**src/design/swsmm_pkg.sv**
```systemverilog
`timescale 1ns / 1ps

package swsmm_pkg;

    localparam int DEPTH_DEFAULT = 64;

    localparam int SAMPLE_W = 32;
    localparam int SUM_W    = 38;
    localparam int COUNT_W  = 7;
    localparam int IDX_W    = 6;
    localparam int ACTION_W = 2;

    localparam logic [ACTION_W-1:0] ACT_ADD   = 2'd0;
    localparam logic [ACTION_W-1:0] ACT_CLEAR = 2'd1;
    localparam logic [ACTION_W-1:0] ACT_READ  = 2'd2;

    localparam logic [COUNT_W-1:0] WLEN_RESET = 7'd64;
    localparam logic [COUNT_W-1:0] COUNT_MAX  = {COUNT_W{1'b1}};

    localparam logic signed [SAMPLE_W-1:0] SAMPLE_MIN = {1'b1, {(SAMPLE_W-1){1'b0}}};
    localparam logic signed [SAMPLE_W-1:0] SAMPLE_MAX = {1'b0, {(SAMPLE_W-1){1'b1}}};

    typedef struct packed {
        logic capture;
        logic act;
        logic repl;
        logic scan;
        logic load_out;
        logic cfg_we;
    } t_cmd;

    typedef struct packed {
        logic need_repl;
        logic scan_last;
    } t_status;

    // ring position of the k-th oldest sample, k < len
    function automatic logic [COUNT_W-1:0] ring_pos(
        input logic [COUNT_W-1:0] oldest,
        input logic [COUNT_W-1:0] k,
        input logic [COUNT_W-1:0] len
    );
        logic [COUNT_W:0] p;
        p = {1'b0, oldest} + {1'b0, k};
        if (p >= {1'b0, len}) begin
            p = p - {1'b0, len};
        end
        return p[COUNT_W-1:0];
    endfunction

endpackage

```
**src/design/sliding_window_sum_min_max.sv**
```systemverilog
`timescale 1ns / 1ps

// Sliding window of the last window_length signed samples with running sum,
// max, min, fill level and an indexed element read counted from the oldest.
// One item is handled at a time, in the steps capture, action, replace (only
// for an add on a full window, where it drops the oldest sample), scan, drain
// and load. The scan runs over the fill level after the action and reads the
// sample memory through its single read port one stored sample per cycle;
// the replace step uses the read of the sample being dropped.
// The result sits in an output register, so the next item is taken while it
// waits. A write to window_length empties the window; lengths above DEPTH act
// as DEPTH.
module sliding_window_sum_min_max
    import swsmm_pkg::*;
#(
    parameter int DEPTH = DEPTH_DEFAULT
) (
    input  logic                       i_clk,
    input  logic                       i_rst_n,
    input  logic                       i_in_valid,
    output logic                       o_in_stall,
    input  logic [ACTION_W-1:0]        i_action,
    input  logic signed [SAMPLE_W-1:0] i_sample,
    input  logic [IDX_W-1:0]           i_read_index,
    output logic                       o_out_valid,
    input  logic                       i_out_stall,
    output logic signed [SUM_W-1:0]    o_window_sum,
    output logic signed [SAMPLE_W-1:0] o_window_max,
    output logic signed [SAMPLE_W-1:0] o_window_min,
    output logic                       o_is_full,
    output logic [COUNT_W-1:0]         o_fill_level,
    output logic signed [SAMPLE_W-1:0] o_element,
    output logic                       o_element_valid,
    input  logic                       i_cfg_valid,
    output logic                       o_cfg_ready,
    input  logic [COUNT_W-1:0]         i_cfg_data
);

    t_cmd    cmd;
    t_status status;

    swsmm_ctrl u_ctrl (
        .i_clk       (i_clk),
        .i_rst_n     (i_rst_n),
        .i_in_valid  (i_in_valid),
        .i_cfg_valid (i_cfg_valid),
        .i_out_stall (i_out_stall),
        .i_status    (status),
        .o_cmd       (cmd),
        .o_in_stall  (o_in_stall),
        .o_cfg_ready (o_cfg_ready),
        .o_out_valid (o_out_valid)
    );

    swsmm_dp #(
        .DEPTH (DEPTH)
    ) u_dp (
        .i_clk           (i_clk),
        .i_rst_n         (i_rst_n),
        .i_cmd           (cmd),
        .o_status        (status),
        .i_cfg_data      (i_cfg_data),
        .i_action        (i_action),
        .i_sample        (i_sample),
        .i_read_index    (i_read_index),
        .o_window_sum    (o_window_sum),
        .o_window_max    (o_window_max),
        .o_window_min    (o_window_min),
        .o_is_full       (o_is_full),
        .o_fill_level    (o_fill_level),
        .o_element       (o_element),
        .o_element_valid (o_element_valid)
    );

endmodule

```
**src/design/swsmm_ctrl.sv**
```systemverilog
`timescale 1ns / 1ps

module swsmm_ctrl
    import swsmm_pkg::*;
(
    input  logic    i_clk,
    input  logic    i_rst_n,
    input  logic    i_in_valid,
    input  logic    i_cfg_valid,
    input  logic    i_out_stall,
    input  t_status i_status,
    output t_cmd    o_cmd,
    output logic    o_in_stall,
    output logic    o_cfg_ready,
    output logic    o_out_valid
);

    typedef enum logic [5:0] {
        ST_IDLE  = 6'b000001,
        ST_ACT   = 6'b000010,
        ST_REPL  = 6'b000100,
        ST_SCAN  = 6'b001000,
        ST_DRAIN = 6'b010000,
        ST_FIN   = 6'b100000
    } t_state;

    t_state r_state, n_state;
    logic   r_out_valid, n_out_valid;
    logic   idle;
    logic   out_free;

    assign idle        = (r_state == ST_IDLE);
    // config goes first when both show up in the same cycle
    assign o_in_stall  = !idle || i_cfg_valid;
    assign o_cfg_ready = idle;
    assign o_out_valid = r_out_valid;
    assign out_free    = !r_out_valid || !i_out_stall;

    always_comb begin
        n_state = r_state;
        o_cmd   = '0;
        o_cmd.cfg_we = i_cfg_valid && idle;
        case (r_state)
            ST_IDLE: begin
                if (i_in_valid && !o_in_stall) begin
                    o_cmd.capture = 1'b1;
                    n_state = ST_ACT;
                end
            end
            ST_ACT: begin
                o_cmd.act = 1'b1;
                n_state = i_status.need_repl ? ST_REPL : ST_SCAN;
            end
            ST_REPL: begin
                o_cmd.repl = 1'b1;
                n_state = ST_SCAN;
            end
            ST_SCAN: begin
                o_cmd.scan = 1'b1;
                if (i_status.scan_last) begin
                    n_state = ST_DRAIN;
                end
            end
            ST_DRAIN: begin
                n_state = ST_FIN;
            end
            ST_FIN: begin
                if (out_free) begin
                    o_cmd.load_out = 1'b1;
                    n_state = ST_IDLE;
                end
            end
            default: begin
                n_state = ST_IDLE;
            end
        endcase
    end

    always_comb begin
        n_out_valid = r_out_valid;
        if (o_cmd.load_out) begin
            n_out_valid = 1'b1;
        end else if (r_out_valid && !i_out_stall) begin
            n_out_valid = 1'b0;
        end
    end

    always_ff @(posedge i_clk) begin
        if (!i_rst_n) begin
            r_state     <= ST_IDLE;
            r_out_valid <= 1'b0;
        end else begin
            r_state     <= n_state;
            r_out_valid <= n_out_valid;
        end
    end

    a_act_after_accept: assert property (@(posedge i_clk) disable iff (!i_rst_n)
        (r_state == ST_ACT) |-> $past(o_cmd.capture))
        else $error("action step without a captured beat");

    a_load_shows_result: assert property (@(posedge i_clk) disable iff (!i_rst_n)
        o_cmd.load_out |=> o_out_valid)
        else $error("loaded result not presented");

endmodule

```
**src/design/swsmm_dp.sv**
```systemverilog
`timescale 1ns / 1ps

module swsmm_dp
    import swsmm_pkg::*;
#(
    parameter int DEPTH = DEPTH_DEFAULT
) (
    input  logic                       i_clk,
    input  logic                       i_rst_n,
    input  t_cmd                       i_cmd,
    output t_status                    o_status,
    input  logic [COUNT_W-1:0]         i_cfg_data,
    input  logic [ACTION_W-1:0]        i_action,
    input  logic signed [SAMPLE_W-1:0] i_sample,
    input  logic [IDX_W-1:0]           i_read_index,
    output logic signed [SUM_W-1:0]    o_window_sum,
    output logic signed [SAMPLE_W-1:0] o_window_max,
    output logic signed [SAMPLE_W-1:0] o_window_min,
    output logic                       o_is_full,
    output logic [COUNT_W-1:0]         o_fill_level,
    output logic signed [SAMPLE_W-1:0] o_element,
    output logic                       o_element_valid
);

    localparam int AW = (DEPTH > 1) ? $clog2(DEPTH) : 1;
    localparam logic [COUNT_W-1:0] DEPTH_CAP =
        (DEPTH > int'(COUNT_MAX)) ? COUNT_MAX : COUNT_W'(DEPTH);

    logic signed [SAMPLE_W-1:0] r_mem [DEPTH];

    logic [COUNT_W-1:0]         r_wl;
    logic [COUNT_W-1:0]         r_count;
    logic [COUNT_W-1:0]         r_oldest;
    logic signed [SUM_W-1:0]    r_sum;
    logic [ACTION_W-1:0]        r_action;
    logic signed [SAMPLE_W-1:0] r_sample;
    logic [IDX_W-1:0]           r_idx;
    logic [COUNT_W-1:0]         r_k;
    logic signed [SAMPLE_W-1:0] r_rd_data;
    logic                       r_rd_valid;
    logic [COUNT_W-1:0]         r_rd_k;
    logic signed [SAMPLE_W-1:0] r_mx;
    logic signed [SAMPLE_W-1:0] r_mn;
    logic signed [SAMPLE_W-1:0] r_el;

    logic signed [SUM_W-1:0]    r_out_sum;
    logic signed [SAMPLE_W-1:0] r_out_max;
    logic signed [SAMPLE_W-1:0] r_out_min;
    logic                       r_out_full;
    logic [COUNT_W-1:0]         r_out_fill;
    logic signed [SAMPLE_W-1:0] r_out_el;
    logic                       r_out_el_valid;

    logic [COUNT_W-1:0] len;
    logic               is_add;
    logic               is_clear;
    logic               len_zero;
    logic               win_full;
    logic               add_fill;
    logic               scan_issue;
    logic               mem_we;
    logic [AW-1:0]      wr_addr;
    logic [AW-1:0]      rd_addr;
    logic [COUNT_W-1:0] fill_pos;
    logic [COUNT_W-1:0] scan_pos;
    logic [COUNT_W-1:0] oldest_inc;
    logic signed [SUM_W-1:0] sample_ext;
    logic signed [SUM_W-1:0] old_ext;
    logic               el_valid;

    assign len      = (r_wl > DEPTH_CAP) ? DEPTH_CAP : r_wl;
    assign is_add   = (r_action == ACT_ADD);
    assign is_clear = (r_action == ACT_CLEAR);
    assign len_zero = (len == '0);
    assign win_full = (r_count == len);
    assign add_fill = i_cmd.act && is_add && !len_zero && !win_full;

    assign o_status.need_repl = is_add && !len_zero && win_full;
    assign o_status.scan_last = (({1'b0, r_k} + 1'b1) >= {1'b0, r_count});

    assign scan_issue = i_cmd.scan && (r_k < r_count);
    assign fill_pos   = ring_pos(r_oldest, r_count, len);
    assign scan_pos   = ring_pos(r_oldest, r_k, len);
    assign oldest_inc = r_oldest + 1'b1;

    assign mem_we  = add_fill || i_cmd.repl;
    assign wr_addr = add_fill ? AW'(fill_pos) : AW'(r_oldest);
    // outside a scan the port reads the oldest cell for a replacing add
    assign rd_addr = i_cmd.scan ? AW'(scan_pos) : AW'(r_oldest);

    assign sample_ext = {{(SUM_W-SAMPLE_W){r_sample[SAMPLE_W-1]}}, r_sample};
    assign old_ext    = {{(SUM_W-SAMPLE_W){r_rd_data[SAMPLE_W-1]}}, r_rd_data};
    assign el_valid   = ({1'b0, r_idx} < len) && ({1'b0, r_idx} < r_count);

    always_ff @(posedge i_clk) begin
        if (mem_we) begin
            r_mem[wr_addr] <= r_sample;
        end
        r_rd_data <= r_mem[rd_addr];
    end

    // window state
    always_ff @(posedge i_clk) begin
        if (!i_rst_n) begin
            r_wl     <= WLEN_RESET;
            r_count  <= '0;
            r_oldest <= '0;
            r_sum    <= '0;
        end else if (i_cmd.cfg_we) begin
            r_wl     <= i_cfg_data;
            r_count  <= '0;
            r_oldest <= '0;
            r_sum    <= '0;
        end else if (i_cmd.act && is_clear) begin
            r_count  <= '0;
            r_oldest <= '0;
            r_sum    <= '0;
        end else if (add_fill) begin
            r_count  <= r_count + 1'b1;
            r_sum    <= r_sum + sample_ext;
        end else if (i_cmd.repl) begin
            r_sum    <= r_sum + sample_ext - old_ext;
            r_oldest <= (oldest_inc >= len) ? '0 : oldest_inc;
        end
    end

    always_ff @(posedge i_clk) begin
        if (i_cmd.capture) begin
            r_action <= i_action;
            r_sample <= i_sample;
            r_idx    <= i_read_index;
        end
    end

    // scan counter and read pipeline flag
    always_ff @(posedge i_clk) begin
        if (!i_rst_n) begin
            r_k        <= '0;
            r_rd_valid <= 1'b0;
        end else begin
            r_rd_valid <= scan_issue;
            if (i_cmd.act) begin
                r_k <= '0;
            end else if (scan_issue) begin
                r_k <= r_k + 1'b1;
            end
        end
    end

    // fold each sample in the cycle after its read
    always_ff @(posedge i_clk) begin
        r_rd_k <= r_k;
        if (i_cmd.act) begin
            r_mx <= SAMPLE_MIN;
            r_mn <= SAMPLE_MAX;
            r_el <= SAMPLE_MIN;
        end else if (r_rd_valid) begin
            if (r_rd_data > r_mx) begin
                r_mx <= r_rd_data;
            end
            if (r_rd_data < r_mn) begin
                r_mn <= r_rd_data;
            end
            if (r_rd_k == COUNT_W'(r_idx)) begin
                r_el <= r_rd_data;
            end
        end
    end

    always_ff @(posedge i_clk) begin
        if (i_cmd.load_out) begin
            r_out_sum      <= r_sum;
            r_out_max      <= r_mx;
            r_out_min      <= r_mn;
            r_out_full     <= !len_zero && win_full;
            r_out_fill     <= r_count;
            r_out_el       <= el_valid ? r_el : SAMPLE_MIN;
            r_out_el_valid <= el_valid;
        end
    end

    assign o_window_sum    = r_out_sum;
    assign o_window_max    = r_out_max;
    assign o_window_min    = r_out_min;
    assign o_is_full       = r_out_full;
    assign o_fill_level    = r_out_fill;
    assign o_element       = r_out_el;
    assign o_element_valid = r_out_el_valid;

    a_count_in_window: assert property (@(posedge i_clk) disable iff (!i_rst_n)
        r_count <= len)
        else $error("fill count above window length");

    a_oldest_in_window: assert property (@(posedge i_clk) disable iff (!i_rst_n)
        (r_oldest == '0) || (r_oldest < len))
        else $error("oldest pointer outside window");

    a_repl_on_full: assert property (@(posedge i_clk) disable iff (!i_rst_n)
        i_cmd.repl |-> (win_full && !len_zero))
        else $error("replacing add on a window that is not full");

    a_fold_drained: assert property (@(posedge i_clk) disable iff (!i_rst_n)
        i_cmd.load_out |-> !r_rd_valid)
        else $error("result loaded while a scan read is still in flight");

endmodule

```
**config.mk**
```make
export PLATFORM = sky130hd
export DESIGN_NAME = sliding_window_sum_min_max
export DESIGN_NICKNAME = d
export VERILOG_FILES = /design/src/design/swsmm_pkg.sv /design/src/design/sliding_window_sum_min_max.sv /design/src/design/swsmm_ctrl.sv /design/src/design/swsmm_dp.sv
export SDC_FILE = /design/constraint.sdc
export NUM_CORES = 2
export LEC_CHECK = 0
export BUFFER_PORTS_ARGS = -buffer_cell sky130_fd_sc_hd__buf_2
export CORE_MARGIN = 4
export CORE_UTILIZATION = 50
export DETAILED_ROUTE_END_ITERATION = 10
export PLACE_DENSITY_LB_ADDON = 0.12
export SKIP_CTS_REPAIR_TIMING = 1
export SLEW_MARGIN = 20
export SYNTH_ARGS = -nofsm -noshare
export SYNTH_HDL_FRONTEND = slang
export SYNTH_SLANG_ARGS = --single-unit
```
**constraint.sdc**
```tcl
create_clock -name i_clk -period 9 [get_ports i_clk]
set_input_delay 1.8 -clock i_clk [delete_from_list [all_inputs] [get_ports i_clk]]
set_output_delay 1.8 -clock i_clk [all_outputs]
set_load 0.02 [all_outputs]
```
==> tab_implementation.tex <==
\begin{tabular}{lr}
\hline
Metric & Value \\
\hline
\multicolumn{2}{l}{\textbf{Die}} \\
Core ar. & 202000 sq um \\
Starting utilization of the core area & about half \\
Die X-Extent & $\sim$460 um \\
Number of I/O pins & around 200 \\
Die Span Y & roughly 460 um \\
Total number of placement rows & 165 \\
Die area & around 210000 sq um \\
\multicolumn{2}{l}{\textbf{Detailed routing}} \\
Post-detailed-routing wire length & 344 mm \\
Wire per inst & 30.4 um \\
DR vias/cell & between 6 and 7 \\
DRC marker count from the first detailed-route iteration & 10392 \\
Routed vias & a little over 70000 \\
Total iterations of the first detailed-routing run & 6 \\
Remaining routing DRC violations & 0 \\
Routed Antenna Nets & 0 \\
\multicolumn{2}{l}{\textbf{Power}} \\
Max VDD drop & between 0.2 and 0.25 mV \\
Ratio of total power to cell area & 233 nW/um\^{}2 \\
Leakage & approximately 42 nW \\
\multicolumn{2}{l}{\textbf{Logic synthesis}} \\
Commonest cells post-synth & edfxtp\_1, nand2\_1, nand3\_1 \\
Share of Yosys cell area claimed by the top area cell type & about two thirds \\
Post-synthesis cell type count & 88 \\
Mapped Cells & slightly above 8000 \\
Number of flops mapped to enable cells by yosys & around 2200 \\
Post-synth top area cell & edfxtp\_1 \\
Dominant register cell in the synthesized netlist & edfxtp\_1 \\
Post-Syn Nets & 8438 \\
Cell types with the largest area share after synthesis & edfxtp\_1, nand2\_1, nand3\_1, dfxtp\_1, ha\_1 \\
Post-synth ARST share & 0\% \\
Portion of the post-synthesis area used by sequential elements & 70.0\% \\
Synth warn & 0 \\
Cell area after synthesis & $\sim$100000 sq um \\
Number of storage elements in the synthesis netlist & $\sim$2400 \\
Synthesized area per cell & 12.4 sq um \\
Cell with the most instances after synthesis & edfxtp\_1 \\
\multicolumn{2}{l}{\textbf{Global routing}} \\
Number of global-route vias before repair & $\sim$67000 \\
Wire length of the first global-routing pass & a little under 500 mm \\
Overflow after GRT & 0 \\
Gr usage total & between 30\% and 40\% \\
Initial antenna violation count & 32 \\
Largest net degree at the start of global routing & 130 \\
\multicolumn{2}{l}{\textbf{Final layout}} \\
FF+latch area & 71200 sq um \\
Ratio of cells with drive above 1 in the final layout & between 10 and 15\% \\
Finished Layout Cells & 11322 \\
Number of filler instances in the final layout & roughly 16000 \\
Total number of nets in the final design & 8690 \\
Multi-input combinational cell area & around 29000 sq um \\
Area delta synth->final & 13.5\% \\
Final design utilization & 57.1\% \\
\multicolumn{2}{l}{\textbf{CTS}} \\
Insertion delay of the later-clocked pin in the worst-skew pair & just over 900 ps \\
H-tree levels & 5 \\
TritonCTS clock tree & done \\
Sinks on the clock net & approximately 2400 \\
TritonCTS buffer count & between 200 and 300 \\
Cell at the root of the clock tree & clkbuf\_16 \\
Clock-pin slew on the worst setup and hold paths & about 60 ps \\
Clock buffer depth & 4 \\
\multicolumn{2}{l}{\textbf{STA}} \\
Post-route setup slack & 1770 ps \\
Slew Limit Fails & 0 \\
Final setup viols & 0 \\
Worst clock skew & just over 50 ps \\
Worst relative slew slack & between 9 and 10\% \\
Worst-case hold slack & roughly 430 ps \\
Number of hold-slack violations in the final timing report & 0 \\
Transition time at the pin with the least slew margin & 1340 ps \\
Setup\_tns & 0 ps \\
Setup repair after global routing missed its margin & false \\
FMAX & $\sim$0.14 GHz \\
Final critical-path share of the clock period & roughly 80\% \\
Final min period & slightly above 7000 ps \\
\multicolumn{2}{l}{\textbf{Placed design}} \\
Placed wire-length estimate & 206 mm \\
Port Buffers & $\sim$200 \\
Routability cong. & 0.893 \\
Placed instance count & around 11000 \\
Post-placement worst setup slack & 2080 ps \\
\multicolumn{2}{l}{\textbf{Critical path}} \\
R2R cell count & 20 \\
Class of the most critical setup path & reg2reg \\
Slowest Stage Delay on Critical Path & between 800 and 900 ps \\
Reg2Reg Launch Point & u\_dp.r\_oldest[0]\$\_SDFFE\_PP0P\_ \\
R2R Setup Slk & 1770 ps \\
Kind of launch point of the worst setup path & flip-flop \\
Cell breakdown of the critical path & ha\_1, inv\_1, fa\_1, nor2b\_1, o21a\_1, nor2\_1, xnor2\_1, ha\_1, o21a\_1, o221a\_2, nor4\_4, or3\_4, buf\_12, buf\_4, mux2i\_1, a211oi\_1, a32oi\_1, o21ai\_0, nand3\_1, o211ai\_1 \\
Launch point of the worst path & u\_dp.r\_oldest[0]\$\_SDFFE\_PP0P\_ \\
Worst Path Max Fanout & between 90 and 100 \\
Type of element capturing the critical path & flip-flop \\
Data arrival time of the critical path & between 8000 and 9000 ps \\
Slowest cell on the critical path & or3\_4 \\
Worst path required time & 9820 ps \\
Capturing element of the worst setup path & u\_dp.r\_rd\_data[31]\$\_DFF\_P\_ \\
R2r endpoint & u\_dp.r\_rd\_data[31]\$\_DFF\_P\_ \\
\multicolumn{2}{l}{\textbf{Outcome}} \\
Run status & completed \\
\multicolumn{2}{l}{\textbf{Min path}} \\
Classification of the worst-slack hold path & reg2reg \\
WHS Path Cells & 0 \\
\multicolumn{2}{l}{\textbf{Job}} \\
Max-Cap Viols & 0 \\
\hline
\end{tabular}
-- how the worst min path moves through the flow --
| stage | startpoint | to | slack [ps] |
|---|---|---|---|
| after floorplan | u_dp.r_k[1]$_SDFFE_PP0P_ | u_dp.r_rd_k[1]$_DFF_P_ | 390 |
| after global placement | u_dp.r_mn[28]$_SDFFE_PP1P_ | u_dp.o_window_min[28]$_DFFE_PP_ | 420 |
| after detailed placement | u_dp.r_mn[28]$_SDFFE_PP1P_ | u_dp.o_window_min[28]$_DFFE_PP_ | 420 |
| after CTS | u_dp.r_mn[28]$_SDFFE_PP1P_ | u_dp.o_window_min[28]$_DFFE_PP_ | 430 |
| after global routing | u_dp.r_mn[3]$_SDFFE_PP1P_ | u_dp.o_window_min[3]$_DFFE_PP_ | 430 |
| final | u_dp.r_mn[18]$_SDFFE_PP1P_ | u_dp.o_window_min[18]$_DFFE_PP_ | 430 |
-- critical path, delay by kind of cell (launching register included) --
family,cells,cell delay [ps]
multiplexers,1,120
AND/OR/NAND/NOR,5,2200
AO/OA/AOI/OAI,7,2000
flip-flops,1,540
adder cells (fa/ha/maj),3,970
XOR/XNOR,1,210
buffers and inverters,3,1020
-- routing by layer --
metal  vias to the layer above  part of all wire, %  GRT usage [%]
met2                      4229                   44           48.2
met5                         -                0.025              0
li1                      30606                    -              -
met1                     35623                   39           44.9
met4                        12                  5.3           15.1
met3                       737                   11           6.54
-- flip-flops by register name, summed over array words and instances (netlist names), 2 cells and up --
signal             cells
u_dp.r_mn             32
u_dp.o_window_min     32
u_dp.o_window_sum     38
u_dp.r_el             32
u_dp.r_sample         32
u_dp.r_mx             32
u_dp.r_mem          2048
u_dp.r_sum            38
u_dp.r_rd_k            7
u_dp.r_k               7
u_dp.o_element        32
u_dp.r_rd_data        32
u_dp.r_idx             6
u_dp.r_action          2
u_dp.o_fill_level      7
u_dp.r_wl              7
u_dp.r_count           7
u_dp.r_oldest          7
u_ctrl.r_state         6
u_dp.o_window_max     32
-- power by group --
group / switching, W / internal [W] / total [W]
Sequential: 0.000200 / 0.0127 / 0.0129
Clock: 0.00446 / 0.00643 / 0.0109
Combinational: 0.00225 / 0.000812 / 0.00306
-- cells in the final DEF, fill, tap and decap left out, types with 71 or more instances in the layout --
cell,synthesis,routed
o21ai_0,156,146
nor2_1,288,212
nand2_1,1937,1933
dfxtp_1,209,209
a31oi_1,108,104
ha_1,199,199
nor2_4,0,71
clkbuf_1,209,71
inv_1,145,145
a21oi_1,347,346
edfxtp_1,2231,2231
a32oi_1,76,76
nand3_1,955,953
buf_2,172,197
mux2i_1,115,114
clkbuf_16,0,286
buf_4,30,220
-- cell type report --
cell class,instances,share of cell area (%)
diodes,16,0.0347
clock buffers,377,6.67
clock inverters,104,0.788
inverters,146,0.475
multi-input cells,5126,24.7
flip-flops and latches,2440,61.7
well taps,2672,2.90
repair buffers,441,2.71
-- per-stage QoR --
| stage | cell area [sq um] | total power [W] |
|---|---|---|
| 2_1_floorplan | 102000 | 0.0149 |
| 3_3_place_gp | 107000 | 0.0161 |
| 3_5_place_dp | 107000 | 0.0161 |
| 4_1_cts | 115000 | 0.0269 |
| 5_1_grt | 115000 | 0.0277 |
| 6_report | 115000 | 0.0269 |
-- kinds of logic after synthesis --
logic type      count (synthesis)  synth area share (%)
xor+xnor                      109                 0.939
fa+ha+maj                     205                  2.57
flops                        2440                  70.0
simple gates                 3564                  15.3
mux                           118                  1.17
buf+inv                       615                  2.65
compound gates               1130                  7.32
No activity file was read; power rests on OpenSTA's default activity.
